### src/sv/fsgs_pkg.sv
// ----------------------------------------------------------------------------
// fsgs_pkg
// Shared types and constants for the falling sand grid step block.
// ----------------------------------------------------------------------------
`default_nettype none

package fsgs_pkg;

   localparam int GRID_SIDE_DEF = 32;

   localparam logic [31:0] EMPTY_COLOR = 32'h0000_00FF;
   localparam logic [31:0] LFSR_TAPS   = 32'h8020_0003;
   localparam logic [2:0]  KIND_EMPTY  = 3'd0;
   localparam logic [2:0]  KIND_MAX    = 3'd4;

   localparam logic [1:0] OP_PLACE = 2'd0;
   localparam logic [1:0] OP_TICK  = 2'd1;
   localparam logic [1:0] OP_READ  = 2'd2;

   typedef enum logic [1:0] {
      ST_CLEAR,
      ST_IDLE,
      ST_READ,
      ST_WRITE
   } state_type;

   typedef enum logic [1:0] {
      MOVE_NONE,
      MOVE_DOWN,
      MOVE_LEFT,
      MOVE_RIGHT
   } move_type;

   typedef struct packed {
      logic [2:0]  kind;
      logic [31:0] color;
   } cell_type;

   typedef struct packed {
      cell_type contents;
      move_type move;
   } slot_type;

   typedef struct packed {
      logic valid;
      logic row_last;
      logic col_first;
      logic col_last;
      logic choice_bit;
   } rule_ctl_type;

endpackage

`default_nettype wire

### src/sv/fsgs_rule.sv
// ----------------------------------------------------------------------------
// fsgs_rule
// Move decision for the current cell and the new value written back for it.
// ----------------------------------------------------------------------------
`default_nettype none

module fsgs_rule (
   input  wire fsgs_pkg::rule_ctl_type ctl,
   input  wire fsgs_pkg::cell_type     self_cell,
   input  wire logic [2:0]             below_kind,
   input  wire logic [2:0]             below_left_kind,
   input  wire logic [2:0]             below_right_kind,
   input  wire fsgs_pkg::slot_type     up_left,
   input  wire fsgs_pkg::slot_type     up,
   input  wire fsgs_pkg::slot_type     up_right,
   output fsgs_pkg::move_type          move,
   output logic                        use_bit,
   output fsgs_pkg::cell_type          new_cell
);
   import fsgs_pkg::*;

   logic left_free;
   logic right_free;

   always_comb begin
      left_free  = !ctl.col_first && (below_left_kind == KIND_EMPTY);
      right_free = !ctl.col_last && (below_right_kind == KIND_EMPTY);
      move    = MOVE_NONE;
      use_bit = 1'b0;
      if (ctl.valid && (self_cell.kind != KIND_EMPTY) && !ctl.row_last) begin
         if (below_kind == KIND_EMPTY) begin
            move = MOVE_DOWN;
         end else if (left_free && right_free) begin
            use_bit = 1'b1;
            move    = ctl.choice_bit ? MOVE_LEFT : MOVE_RIGHT;
         end else if (left_free) begin
            move = MOVE_LEFT;
         end else if (right_free) begin
            move = MOVE_RIGHT;
         end
      end

      // last writer in scan order wins
      if (self_cell.kind != KIND_EMPTY) begin
         if (move != MOVE_NONE) begin
            new_cell = '{kind: KIND_EMPTY, color: EMPTY_COLOR};
         end else begin
            new_cell = self_cell;
         end
      end else if (up_right.move == MOVE_LEFT) begin
         new_cell = up_right.contents;
      end else if (up.move == MOVE_DOWN) begin
         new_cell = up.contents;
      end else if (up_left.move == MOVE_RIGHT) begin
         new_cell = up_left.contents;
      end else begin
         new_cell = self_cell;
      end
   end

endmodule

`default_nettype wire

### config.mk
export PLATFORM = sky130hd
export DESIGN_NAME = fsgs_rule
export DESIGN_NICKNAME = d
export VERILOG_FILES = /design/src/sv/fsgs_pkg.sv /design/src/sv/fsgs_rule.sv
export SDC_FILE = /design/constraint.sdc
export NUM_CORES = 1
export LEC_CHECK = 0
export ABC_AREA = 1
export BUFFER_PORTS_ARGS = -buffer_cell sky130_fd_sc_hd__clkbuf_2
export CAP_MARGIN = 20
export CORE_UTILIZATION = 28
export DETAILED_ROUTE_END_ITERATION = 8
export PLACE_DENSITY = 0.66
export SYNTH_ARGS = -nofsm -noshare
export SYNTH_HDL_FRONTEND = slang
export SYNTH_SLANG_ARGS = --single-unit
export TNS_END_PERCENT = 100
### constraint.sdc
create_clock -name vclk -period 1.2
set_input_delay 0 -clock vclk [all_inputs]
set_output_delay 0 -clock vclk [all_outputs]
set_load 0.02 [all_outputs]
==> impl_metrics.toml <==
[routing]
wl_per_cell_um = 12.4
antenna_left = 0
drcViolationCount = 0
num_vias = 3475
routed_wl_mm = 8.52
initialDrtViolationCount = 163
vias_per_cell = 5.05
drt-pass1-iter-count = 7

[worst_hold_path]
whs_path_depth = 4
hold_start = "self_cell[28]"
hold_class = "in2out"
whs_endpoint = "new_cell[28]"

[critical_path]
cp.arrival_ns = 1.09
critPathBufInv = 3
path_cells = "clkbuf_2, nand2_2, buf_12, nand2_1, o21ai_0, o21ai_0, o21ai_0, nand2_1, clkbuf_2"
path_class = "in2out"
endpoint_kind = "output pin"
cpLargestDelayFamily = "buffers and inverters"
crit_slowest_cell = "o21ai_0"
crit_path_start_kind = "input pin"
slowest_delay_ns = 0.22
worstPathMaxFanout = 39
cp.required_ns = 1.20
worst_path_most_repeated_cell = "o21ai_0"

[global_route]
grt_pass1_wl_mm = 13.8
antenna_found_initial = 0
grt-ovfl-total = 0
grtUsageMet3_pct = 1.25
grtUsageTotal_pct = 22.2
grtUsageMet2_pct = 46.1
busiest_layer = "met2"
first_global_vias = 3344
use_met1_pct = 25.0
grt_max_degree = 43

[timing]
post-route-period-util_pct = 91.0
finalCriticalPeriod_ns = 1.09
tns_ns = 0
slew_headroom_pct = 79.3
finalMaxSlewViolations = 0
finalSetupViolations = 0
fmax_mhz = 916
grt_setup_unrepaired = "false"
finalHoldViolCount = 0
worst_slew_pin_slew_ns = 0.309

[layout]
utilization_pct = 46.4
seq_cells = 0
syn_to_final_growth_pct = 60.4
final_nets = 770
drive_above_1_share_pct = 37.2
insertedDiodeCount = 0
n_clock_buffer = 0
seqCellArea_sq_um = 0

[placed_design]
gp_congestion = 0.807
port_buffers = 198
dpl.hpwl_mm = 6.61

[die]
coreArea_sq_um = 6760
start_util_pct = 28.9
dieHeight_um = 85.5
die_area_sq_um = 7310
die_w_um = 85.5
rows = 30
pin_count = 198

[run_status]
status = "complete, no violations"

[power_and_ir_drop]
powerDensity_nw_per_um2 = 364
power_mw = 1.14
leakagePower_nw = 1.93
worst_ir_drop_vdd_mv = 0.177

[synthesis]
synth_nets = 590
ys_types = 17
synth_area_per_cell_sq_um = 4.54
synth.yosys.seq_area_share_pct = 0
synth_top_cell_by_area = "o21ai_0"
synth_top_cell_area_share_pct = 24.3
synthCells = 430
yosys_warnings = 0
synthTopCellsByArea = "o21ai_0, nand2_1, nor3_1"
syn_area_sq_um = 1950

[job]
max-cap-violations = 0

[clock_tree]
post_cts_buffers = 0
-- worst max-delay path by stage --
stage | depth (start not counted) | endpoint | from
after global routing | 9 | new_cell[33] | up_left[0]
after CTS | 11 | new_cell[1] | below_left_kind[2]
after floorplan | 8 | new_cell[6] | below_left_kind[2]
after detailed placement | 11 | new_cell[1] | below_left_kind[2]
after global placement | 9 | new_cell[33] | up_left[0]
final | 9 | new_cell[33] | up_left[0]
-- per-layer routing --
| metal | wire length, um | part of all wire [%] |
|---|---|---|
| met5 | 0 | 0 |
| met4 | 82 | 0.96 |
| met3 | 505 | 5.9 |
| met2 | 4420 | 52 |
| met1 | 3510 | 41 |
-- stage by stage --
step	hold slack, ns	instance area [sq um]	setup slack, ns	cells
global placement	0.355	3120	0.0965	688
CTS	0.358	3120	0.0696	688
global route	0.380	3130	0.00939	688
floorplan	0.189	1950	0.357	430
detailed placement	0.358	3120	0.0727	688
finish	0.356	3130	0.109	688
-- synthesized netlist by cell type, drive strengths merged --
library cell	instances
buf	23
nand4	24
nor3	36
a21oi	1
clkbuf	14
inv	45
nor2	43
o21ai	105
nand2	125
nand3	14
-- layout by cell type (no fill, tap or decap), drive strengths merged --
cell    netlist  routed
nor2         43      43
clkbuf       14     198
nand4        24      24
buf          23      17
nand3        14      14
nand2       125     125
nor3         36      36
inv          45      45
a21oi         1       1
o21ai       105     105
-- report_power, final --
group	internal [mW]	leakage [nW]	switching, mW
logic	0.492	1.93	0.647
registers	0	0	0
clock network	0	0	0
total	0.492	1.93	0.647
-- timing repair --
| item | 4_1_cts | 5_1_grt |
|---|---|---|
| hold buffers | 0 | 0 |
| hold endpoints to repair | 0 | 0 |
| resized for setup | 0 | 5 |
| setup endpoints to repair | 0 | 9 |
-- worst min-delay path: stages --
cell,delay [ns]
clkbuf_2,0.09
nand4_1,0.08
nand2_1,0.04
clkbuf_2,0.14
-- cell type report --
cell class | instances | area (sq um)
fill | 750 | 3620
multi-input combinational | 348 | 1620
timing repair buffer | 215 | 1240
inverter | 45 | 169
tap | 80 | 100
-- cells by family after synthesis --
kind of cell    after synthesis  share of synthesized area (%)
compound gates              106                           27.7
simple gates                242                           53.9
buf+inv                      82                           18.3
No activity file was read; power rests on OpenSTA's default activity.
