$ cat config.mk
export PLATFORM = sky130hd
export DESIGN_NAME = fsgs_cell
export DESIGN_NICKNAME = d
export VERILOG_FILES = /design/src/sv/fsgs_pkg.sv /design/src/sv/fsgs_cell.sv
export SDC_FILE = /design/constraint.sdc
export NUM_CORES = 1
export LEC_CHECK = 0
export BUFFER_PORTS_ARGS = -buffer_cell sky130_fd_sc_hd__buf_2
export CAP_MARGIN = 40
export CORE_UTILIZATION = 35
export CTS_CLUSTER_DIAMETER = 200
export CTS_CLUSTER_SIZE = 28
export DETAILED_ROUTE_END_ITERATION = 8
export PLACE_DENSITY = 0.81
export SYNTH_ARGS = -nofsm -noshare
export SYNTH_HDL_FRONTEND = slang
export SYNTH_SLANG_ARGS = --single-unit
$ cat constraint.sdc
create_clock -name clock -period 0.8 [get_ports clock]
set_clock_uncertainty 0.1 [all_clocks]
set_input_delay 0.12 -clock clock [delete_from_list [all_inputs] [get_ports clock]]
set_output_delay 0.12 -clock clock [all_outputs]
set_load 0.01 [all_outputs]
$ cat src/sv/fsgs_pkg.sv
// ----------------------------------------------------------------------------
// fsgs_pkg
// Shared types and constants for the falling sand grid step block.
// ----------------------------------------------------------------------------
`default_nettype none

package fsgs_pkg;

   localparam int GRID_SIDE_DEF = 32;

   localparam logic [31:0] EMPTY_COLOR = 32'h0000_00FF;
   localparam logic [31:0] LFSR_TAPS   = 32'h8020_0003;
   localparam logic [2:0]  KIND_EMPTY  = 3'd0;
   localparam logic [2:0]  KIND_MAX    = 3'd4;

   localparam logic [1:0] OP_PLACE = 2'd0;
   localparam logic [1:0] OP_TICK  = 2'd1;
   localparam logic [1:0] OP_READ  = 2'd2;

   typedef enum logic [1:0] {
      ST_CLEAR,
      ST_IDLE,
      ST_READ,
      ST_WRITE
   } state_type;

   typedef enum logic [1:0] {
      MOVE_NONE,
      MOVE_DOWN,
      MOVE_LEFT,
      MOVE_RIGHT
   } move_type;

   typedef struct packed {
      logic [2:0]  kind;
      logic [31:0] color;
   } cell_type;

   typedef struct packed {
      cell_type contents;
      move_type move;
   } slot_type;

   typedef struct packed {
      logic valid;
      logic row_last;
      logic col_first;
      logic col_last;
      logic choice_bit;
   } rule_ctl_type;

endpackage

`default_nettype wire

$ cat src/sv/fsgs_cell.sv
// ----------------------------------------------------------------------------
// fsgs_cell
// One stage of the scan chain: holds an old grid cell and its move code.
// ----------------------------------------------------------------------------
`default_nettype none

module fsgs_cell (
   input  wire logic              clock,
   input  wire logic              reset,
   input  wire logic              clear,
   input  wire logic              shift,
   input  wire fsgs_pkg::slot_type d,
   output fsgs_pkg::slot_type      q
);
   import fsgs_pkg::*;

   cell_type cell_ff;
   move_type move_ff;

   always_ff @(posedge clock) begin
      if (reset || clear) begin
         move_ff <= MOVE_NONE;
      end else if (shift) begin
         move_ff <= d.move;
      end
   end

   always_ff @(posedge clock) begin
      if (shift) begin
         cell_ff <= d.contents;
      end
   end

   assign q = '{contents: cell_ff, move: move_ff};

endmodule

`default_nettype wire

==> impl_summary.md, run 1 <==
Power
Across the VDD grid, the largest voltage drop is 1.384 mV. The power density relative to cell area is 1978 nW/um2. The analysis attributes to cell leakage a power of 0.0008991 uW.

Logic synthesis
After synthesis, flip-flops and latches occupy 97.32% of the total area. In the synthesized netlist, the cells that appear most often are sky130_fd_sc_hd__edfxtp_1, sky130_fd_sc_hd__dfxtp_1, sky130_fd_sc_hd__mux2i_1, sky130_fd_sc_hd__nor3_1. Synthesis inferred 37 register bits.

For this run, asynchronously set or reset flops after synthesis account for 0%. In the post-synthesis netlist, the cell with the most instances is sky130_fd_sc_hd__edfxtp_1. In this run the biggest area consumer among cell types represents 93.75% of the synthesized area. The number of nets in the synthesized netlist is 82. In this run, distinct cell masters in the synthesized netlist total 4. Synthesis produced a netlist whose cell count is 41. By area the synthesized netlist is led by sky130_fd_sc_hd__edfxtp_1, sky130_fd_sc_hd__dfxtp_1, sky130_fd_sc_hd__mux2i_1, sky130_fd_sc_hd__nor3_1. During synthesis, Yosys emitted a total of 0 warnings. The synthesized design contains 35 enable-type register cells.

The largest area contributor in the netlist is sky130_fd_sc_hd__edfxtp_1. The netlist area before placement is 1121 um2. Among all flip-flop cells after synthesis, the most frequent one is sky130_fd_sc_hd__edfxtp_1. The mean post-synth cell area is 27.34 um2.

Route
The sum of routed wire length over all layers is 2918 um. The detail route stage leaves a number of antenna-violating nets equal to 0. The via count normalized by instance count is 4.167.

After detailed routing, the average wire length per cell comes to 13.96 um. For this run, the detailed router's first-pass iteration total came to 4. The first-iteration detailed-routing DRC count is 20. The routed layout has 871 vias. The remaining routing DRC violations is 0.

STA
The slew of the pin with the lowest slew margin is 162.0 ps. Once routing completed, OpenROAD measured the worst setup slack at -326.3 ps. The final count of hold timing violations is 2.

The count of final max-slew check failures was 0. Setup violations remaining at the end of the flow were counted as 38. Of the available clock period, the critical path in the final layout requires 140.8%. The worst hold margin is -141.0 ps. The worst pin sits at a relative slew slack of 88.99%. The peak clock frequency supported by timing is 0.8879 GHz.

Setup repair after global routing could not meet its margin everywhere. The clock period minus worst slack is 1126 ps.

Worst setup path
STA classifies the critical path startpoint as a flop. The highest fanout seen on the critical path is 1. The launch instance of the worst register-to-register path is move_ff[0]. The cell with the largest stage delay on the worst path is sky130_fd_sc_hd__edfxtp_1.

The end of the worst register-to-register path is move_ff[0]. The type of the setup path with the least slack is reg -> out. The type of element capturing the critical path is an output pin.

For the worst setup path, the data required time is 580 ps. The number of buffers and inverters on the critical path is 1. The maximum single-stage delay on the critical path is 410 ps. The number of cell instances on the worst register-to-register path is 3. The kind of cell with the highest combined delay along the critical path is flip-flops.

The data arrival time of the critical path is 910 ps. The critical path goes through buf_2. Setup slack on the worst reg-to-reg path comes out at -60 ps.

GRT
The first-pass GRT wire length is 4312 um. The largest net degree at the start of global routing is 20. Across every metal layer, demand over resource in global routing totals 18.65%.

The number of antenna violations at the first check in global routing is 0. In the global route stage, met2 resource usage came out at 31.53%. The met3 usage is 9.890%. Global routing used 18.50% of the available met1 tracks.

The via count of the first global-routing pass is 925. The global routing stage identified its most utilized layer as met2. For this run the aggregate overflow at the end of global routing stands at 0.

Final layout
The post-route netlist has 56.36% of its cells at a drive strength greater than 1. Compared with the post-synthesis result, the final layout area differs by 87.39%. For this run, the post-layout net count is 205. Leaving out filler cells and counting taps, the final layout contains 209. The filler cells instantiated in the layout total 214. The combined area of the multi-input logic cells is 56.30 um2. 0 antenna diodes ended up in the layout. Across the whole layout, storage elements account for 1094 um2.

Floorplan
Measured along the x axis, the die boundary spans 58.60 um. The number of placed I/O pins is 78. The standard cell core area is 3053 um2. The chip height is 58.60 um. The floorplan has 20 rows.

For this configuration, the core starts out at a cell density of 36.72%. The floorplan step defined a die boundary enclosing 3433 um2.

Clock tree
After clock tree synthesis, the clock-pin slew on the worst setup and hold paths is 120 ps. The hold-fix buffer count after cts is 36. CTS saw 37 sinks. Buffers inserted during clock tree synthesis total 5. The CTS tree is yes.

The root buffer cell chosen for the clock tree is sky130_fd_sc_hd__clkbuf_4. CTS built an H-tree with a depth of 2. At the later pin of the worst-skew pair, clock insertion delay measures 340 ps. The maximum clock path buffer count is 2.

Min path
For hold timing, the worst endpoint is move_ff[1]. The startpoint identified for the worst hold timing path is clear. The cell count of the worst hold path is 2. The worst hold path class is in -> reg.

Job
The reported max-cap violation count is 0.

Outcome
The flow ran to the end, but the final reports show violations. The checks that failed: hold timing, setup timing.

Placed design
Including well taps, the total number of placed cells is 164. The number of port buffers is 77. The pre-CTS worst setup slack is -150.6 ps. The placer's final routability congestion estimate is 0.6909.
==> worst max-delay path by stage <==
stage                           from         end  slack, ps  cells past startpoint
after floorplan           move_ff[0]  move_ff[0]         90                      2
after global placement         shift  move_ff[1]        -70                      4
after detailed placement       shift  move_ff[1]       -150                      4
after CTS                      q[11]       q[11]       -320                      1
after global routing           q[21]       q[21]       -390                      1
final                          q[28]       q[28]       -330                      1
==> flip-flops by register name (all words and copies together) (netlist names) <==
signal and flops:
move_ff 2, q 35
==> report_power, final <==
| part | internal (uW) | total, uW | switching [uW] |
|---|---|---|---|
| registers | 2280 | 2320 | 41.9 |
| logic | 318 | 555 | 238 |
| clock network | 665 | 1280 | 614 |
==> what timing repair did <==
action | in CTS | in global routing
pin swaps | 0 | 0
setup endpoints to repair | 37 | 39
hold endpoints to repair | 37 | 2
resized for setup | 4 | 7
setup buffers | 0 | 1
==> cells by family (layout without fill, tap and decap cells) <==
group         Yosys count  count (layout)  synth area share (%)
buf+inv                 0             124                     0
mux                     2               2                 1.786
flops                  37              37                 97.32
simple gates            2               2                0.8929
==> per-layer routing <==
metal  share of wire (%)  wire length, um  up-vias
li1                    -                -      410
met5                   0                0        -
met4                 1.6               47        0
met1                  37             1066      393
met3                  11              322        5
met2                  51             1482       63
==> metrics by stage <==
stage	setup TNS (ps)	hold slack, ps	utilization [%]	area, um2	power, uW
floorplan	0	96.79	-	1121	2453
global placement	-816.7	195.3	52.46	1602	2723
detailed placement	-1666	198.1	52.46	1602	2740
CTS	-10760	-174.7	67.38	2057	4125
global route	-12480	-163.8	68.81	2101	4306
finish	-10490	-141.0	68.81	2101	4156
==> cells in the final DEF (no fill, tap or decap) <==
cell,count
sky130_fd_sc_hd__buf_2,74
sky130_fd_sc_hd__dlygate4sd3_1,36
sky130_fd_sc_hd__edfxtp_1,35
sky130_fd_sc_hd__clkbuf_4,5
sky130_fd_sc_hd__buf_6,4
sky130_fd_sc_hd__nor3_2,2
sky130_fd_sc_hd__dfxtp_2,2
sky130_fd_sc_hd__buf_12,2
sky130_fd_sc_hd__mux2i_4,1
sky130_fd_sc_hd__mux2i_2,1
sky130_fd_sc_hd__clkbuf_1,1
sky130_fd_sc_hd__clkinv_4,1
sky130_fd_sc_hd__bufinv_16,1
==> area by class of cell <==
cell class                      instances  share of cell area, %
Sequential cell                        37                  52.05
Timing Repair Buffer                  116                  38.83
Multi-Input combinational cell          4                  2.680
Tap cell                               44                  2.621
Clock buffer                            6                  1.965
Clock inverter                          2                  1.846
Note: power is estimated with default switching activity, not from simulation.
==> run 2: changes to the inputs <==
--- a/config.mk
+++ b/config.mk
@@ -7,11 +7,11 @@
 export LEC_CHECK = 0
 export BUFFER_PORTS_ARGS = -buffer_cell sky130_fd_sc_hd__buf_2
 export CAP_MARGIN = 40
-export CORE_UTILIZATION = 35
+export CORE_UTILIZATION = 42
 export CTS_CLUSTER_DIAMETER = 200
 export CTS_CLUSTER_SIZE = 28
 export DETAILED_ROUTE_END_ITERATION = 8
-export PLACE_DENSITY = 0.81
+export PLACE_DENSITY = 0.89
 export SYNTH_ARGS = -nofsm -noshare
 export SYNTH_HDL_FRONTEND = slang
 export SYNTH_SLANG_ARGS = --single-unit
==> constraint.sdc (replaced) <==
create_clock -name clock -period 1.4 [get_ports clock]
set_clock_uncertainty 0.1 [all_clocks]
set_input_delay 0.21 -clock clock [delete_from_list [all_inputs] [get_ports clock]]
set_output_delay 0.21 -clock clock [all_outputs]
set_load 0.02 [all_outputs]
==> impl_summary.md, run 2 (synthesis gave the netlist of run 1 again) <==
Clock tree
In this run, CTS created clock tree buffers numbering 5. The clock passes through at most 2 buffers. The clock latency at the later pin of the worst-skew pair is 330 ps.

TritonCTS built the clock tree. The number of H-tree levels is 2. After clock tree synthesis, the clock-pin slew on the worst setup and hold paths is 100 ps. The cell at the root of the clock tree is sky130_fd_sc_hd__clkbuf_4. The total clock sinks is 37.

Worst setup path
The type of element capturing the critical path is an output pin. STA puts the critical path data required time at 1090 ps. The critical path's top delay family is flip-flops. The count of buffering cells on the critical path with inverters included is 1.

Data arrives at the worst endpoint at 960 ps. Walking the worst path, the cells encountered are buf_2. The type of the setup path with the least slack is reg -> out. The highest fanout seen on the critical path is 1.

The worst setup path is launched from a flop. The largest individual stage delay along the critical path comes from the cell sky130_fd_sc_hd__edfxtp_1. On the worst path, the slowest cell contributes a delay of 430 ps.

GRT
In the global route stage, overall resource usage came out at 26.07%. The largest net degree at the start of global routing is 25. Summed over all layers, the global routing overflow is 0. The first-pass GRT wire length is 4705 um. The number of antenna violations at the first check in global routing is 0.

The via count of the first global-routing pass was 970.

Route
The via count normalized by instance count is 4.733. The remaining routing DRC violations is 0. The detail route stage leaves a number of antenna-violating nets equal to 0. The pre-antenna-repair detailed-routing pass consisted of 3 iterations. The average routed wire per standard cell is 17.37 um. Wires add up to 3387 um. The total vias in the final route is 923. The first-iteration detailed-routing DRC count is 16.

Placed design
Including well taps, the total number of placed cells is 150. The placer's final routability congestion estimate is 0.6958. The number of port buffers is 77. The HPWL after detailed placement is 1663 um.

STA
The clock period minus worst slack is 1266 ps. Of the available clock period, the critical path in the final layout requires 90.46%. The peak clock frequency supported by timing is 0.7896 GHz. Setup repair after global routing left no endpoint under its margin. The slew of the pin with the lowest slew margin is 286.4 ps. The count of final max-slew check failures came to 0. Summed over all failing endpoints, the final setup total negative slack is 0 ps.

The final count of hold timing violations was 0. The tightest slew margin relative to the limit is 80.36%. Setup violations remaining at the end of the flow were counted as 0.

Final layout
Relative to the synthesized area, the layout overhead comes to 78.57%. After filler insertion, the fill cell instance count of the layout stands at 134. The most frequent standard cell in the layout excluding fill and tap cells is sky130_fd_sc_hd__buf_2. The final-stage net count is 205.

Registers take 1091 um2. The combined area of the multi-input logic cells is 41.29 um2. The top cell types in the final layout, fill and taps aside, are sky130_fd_sc_hd__buf_2, sky130_fd_sc_hd__dlygate4sd3_1, sky130_fd_sc_hd__edfxtp_1, sky130_fd_sc_hd__clkbuf_4, sky130_fd_sc_hd__clkbuf_1.

0 antenna diodes ended up in the layout. The finished layout holds 195 standard cells, fillers aside. The number of flip-flops in the largest register is 35. The fraction of layout instances using a drive strength above 1 is 51.52%.

Power
VDD sags by at most 0.9482 mV. The power density relative to cell area is 1112 nW/um2. In this run the static leakage power is 0.0008765 uW.

Floorplan
The die covers 2880 um2. The number of placed I/O pins is 78. After floorplanning, the core was divided into 18 placement rows. The standard cell core area is 2500 um2. The floorplan step set the die height to 53.67 um. The starting density of the core is 44.84%. The die is 53.67 um wide.

Min path
The worst hold path class is in -> reg.

Job
The tool flagged a number of max-cap violations equal to 0.

Outcome
The run finished with clean final reports.
-- run 2: power by group --
group / total [uW] / switching [uW] / internal (uW) / leakage [uW]
clock: 524 / 324 / 200 / 0.0000265
sequential: 1330 / 26.5 / 1300 / 0.000359
combinational: 372 / 201 / 171 / 0.000491
total: 2230 / 552 / 1670 / 0.000877
-- run 2: final timing paths --
check | slack, ps | depth (start not counted) | startpoint | endpoint
worst max register to register | 570 | 2 | move_ff[1] | move_ff[1]
worst max-delay path | 130 | 1 | q[24] | q[24]
worst min register to register | 480 | 2 | move_ff[0] | move_ff[0]
worst min-delay path | 130 | 3 | d[0] | move_ff[0]
-- run 2: metal layers --
metal / track usage (%) / share of wire [%] / wire length [um] / vias up
li1: - / - / - / 409
met1: 28.35 / 37 / 1249 / 424
met2: 42.59 / 48 / 1641 / 76
met3: 12.15 / 11 / 380 / 14
met4: 12.72 / 3.4 / 116 / 0
met5: 0 / 0 / 0 / -
-- run 2: area by class of cell --
class                      count  area share (%)
clock buffer                   8           2.437
timing repair buffer         116           39.12
multi-input combinational      4           2.063
sequential                    37           54.50
tap                           30           1.875
-- run 2: metrics by stage --
| stage | power (uW) | setup WS (ps) | area, um2 | hold slack [ps] | utilization, % |
|---|---|---|---|---|---|
| 2_1_floorplan | 1466 | 606.9 | 1121 | 186.8 | - |
| 3_3_place_gp | 1615 | 450.9 | 1572 | 286.5 | 62.86 |
| 3_5_place_dp | 1625 | 387.9 | 1572 | 288.1 | 62.86 |
| 4_1_cts | 2201 | 17.80 | 2001 | 88.90 | 80.03 |
| 5_1_grt | 2299 | 107.4 | 2002 | 143.6 | 80.08 |
| 6_report | 2225 | 133.6 | 2002 | 129.3 | 80.08 |
-- run 2: repair_timing --
action,4_1_cts,5_1_grt
resized for setup,0,2
setup endpoints to repair,0,1
setup buffers,0,0
hold endpoints to repair,37,0
hold buffers,38,0
==> run 3: changes to the inputs <==
--- a/config.mk
+++ b/config.mk
@@ -7,11 +7,12 @@
 export LEC_CHECK = 0
 export BUFFER_PORTS_ARGS = -buffer_cell sky130_fd_sc_hd__buf_2
 export CAP_MARGIN = 40
-export CORE_UTILIZATION = 42
+export CORE_UTILIZATION = 45
+export CTS_BUF_LIST = sky130_fd_sc_hd__clkbuf_8
 export CTS_CLUSTER_DIAMETER = 200
 export CTS_CLUSTER_SIZE = 28
 export DETAILED_ROUTE_END_ITERATION = 8
-export PLACE_DENSITY = 0.89
+export PLACE_DENSITY = 0.94
 export SYNTH_ARGS = -nofsm -noshare
 export SYNTH_HDL_FRONTEND = slang
 export SYNTH_SLANG_ARGS = --single-unit
==> impl_summary.md, run 3 (synthesis gave the netlist of run 1 again) <==
Outcome
The flow ran to the end, and the final reports show no timing, DRC or antenna violations.

Worst setup path
Data on the critical path is required at its endpoint by 1090 ps. The highest fanout seen on the critical path is 1. The type of element capturing the critical path is an output pin. STA puts the critical path data arrival time at 910 ps. For the worst flop-to-flop path, the logic depth is 2. The end of the worst register-to-register path is move_ff[0]. STA classifies the critical path startpoint as a flop.

The type of the setup path with the least slack is reg -> out. Together, buffers and inverters on the worst path number 1. The startpoint identified for the worst register-to-register timing path is move_ff[0]. Grouping stages by cell kind, the critical path spends the most delay in flip-flops. The maximum single-stage delay on the critical path is 430 ps. The cell with the largest stage delay on the worst path is sky130_fd_sc_hd__edfxtp_1. The critical path goes through buf_2. The worst-case register-to-register setup slack is 500 ps.

Clock tree
The H-tree was split into 2 levels. The number of buffers inserted during clock tree synthesis is 5. After clock tree synthesis, the clock-pin slew on the worst setup and hold paths is 70 ps. The CTS tree is yes. Post-CTS repair changed the size of 0 cells. The longest clock path from root to sink contains 2 buffers. The clock latency at the later pin of the worst-skew pair is 290 ps. The clock net in this run drives a total of 37 sinks.

The tree is rooted in a sky130_fd_sc_hd__clkbuf_8. The post-CTS setup-driven buffer insertion count is 0.

Final layout
The register with the most flip-flops in the layout has 35 of them. The final standard cell area without fillers is 1988 um2. The library cells used most frequently in the layout, excluding fill and tap cells, are sky130_fd_sc_hd__buf_2, sky130_fd_sc_hd__edfxtp_1, sky130_fd_sc_hd__dlygate4sd3_1, sky130_fd_sc_hd__clkbuf_8.

Leaving out fill and tap cells, the most frequent cell in the layout is sky130_fd_sc_hd__buf_2. The number of diodes added for antenna fixing is 0. In the final layout, the share of cells above drive strength 1 is 52.50%. The final-stage net count is 201. The count of non-filler cells in the finished layout is 188. Relative to the synthesized area, the layout overhead comes to 77.34%.

STA
Setup repair after global routing left no endpoint under its margin. The final count of hold timing violations was 0. The slew of the pin with the lowest slew margin is 281.6 ps. The part of the cycle the worst path needs is 86.84%. The peak clock frequency supported by timing is 0.8226 GHz. The count of final max-slew check failures is 0.

The setup-violating endpoint count in the final report is 0. Adding up every negative setup slack in the final design gives 0 ps. The clock period minus worst slack is 1216 ps. Headroom to the max-slew limit came out at 80.69%.

Route
The first-iteration detailed-routing DRC count is 19. The number of search-and-repair iterations in the first detailed-routing pass is 4. The remaining routing DRC violations is 0. Dividing the detail-routed wire length by the instance count gives 19.95 um. In the routed layout, each cell is associated on average with a via count of 5.021. The sum of routed wire length over all layers is 3750 um. The count of antenna-violating nets left after detailed routing is 0. The routed layout has 944 vias.

Min path
The cell count of the worst hold path is 2. For hold timing, the worst endpoint is move_ff[0]. The startpoint of the most critical hold path is reset. The worst hold path class is in -> reg.

Floorplan
The core region is 2276 um2. The standard-cell row count is 17. The die area is 2695 um2. The starting density of the core is 49.26%. The chip height is 51.91 um. Measured along the x axis, the die boundary spans 51.91 um.

The number of placed I/O pins is 78.

Power
The power density relative to cell area is 1231 nW/um2. The leakage power figure is 0.0008774 uW. IR analysis of the VDD net gives a maximum drop of 1.247 mV.

GRT
Global routing used 14.04% of the available met3 tracks. The largest net degree at the start of global routing is 36. The global routing usage on met2 is 50.21%. The met1 track utilization from global routing is 24.64%. The total congestion overflow is 0. The number of antenna violations at the first check in global routing is 0. The global-route usage over all layers is 28.64%. met2 is the most crowded layer.

The via count of the first global-routing pass is 964. The first global-routing pass estimated 4726 um of wire.

Placed design
Detailed placement ended at an HPWL of 1714 um. Buffers placed on the I/O ports in this run total 77. The cell area after placement is 1562 um2.

At the end of routability-driven placement, the weighted congestion stood at 0.6588. The cell count after placement is 147.

Job
The reported max-cap violation count is 0.
==> run 3: power by group <==
group / total, uW / internal (uW) / leakage, uW / switching [uW]
clock: 749 / 383 / 0.0000485 / 365
sequential: 1330 / 1300 / 0.000359 / 28.2
combinational: 366 / 163 / 0.000470 / 203
total: 2450 / 1850 / 0.000877 / 597
==> run 3: layout make-up <==
| type | count | area [um2] |
|---|---|---|
| tap | 28 | 35.03 |
| timing repair buffer | 112 | 745.7 |
| fill | 96 | 287.8 |
| multi-input combinational | 4 | 30.03 |
| clock inverter | 1 | 3.754 |
| sequential | 37 | 1091 |
| clock buffer | 6 | 82.58 |
==> run 3: metrics by stage <==
| step | util [%] | setup WS [ps] | total power (uW) | hold slack [ps] |
|---|---|---|---|---|
| floorplan | - | 606.9 | 1466 | 186.8 |
| global placement | 68.61 | 391.3 | 1610 | 284.8 |
| detailed placement | 68.61 | 241.9 | 1624 | 288.3 |
| CTS | 83.84 | 242.5 | 2388 | 0.3940 |
| global route | 87.36 | 166.7 | 2520 | 6.304 |
| finish | 87.36 | 184.3 | 2447 | 17.06 |
==> run 3: routing by layer <==
layer,vias up,share of wire [%]
met4,0,4.5
met3,16,10
met5,-,0
li1,400,-
met1,443,33
met2,85,53
==> run 3: how the worst max path moves through the flow <==
stage / from / end / slack, ps / cells past startpoint
final: q[22] / q[22] / 180 / 1
after global routing: q[22] / q[22] / 170 / 1
after global placement: shift / move_ff[0] / 390 / 4
after floorplan: move_ff[0] / move_ff[0] / 610 / 2
after CTS: q[29] / q[29] / 240 / 1
after detailed placement: shift / move_ff[0] / 240 / 4
==> run 3: repair_timing <==
item	CTS	global route
hold buffers	26	8
hold endpoints to repair	26	8
setup endpoints to repair	0	0
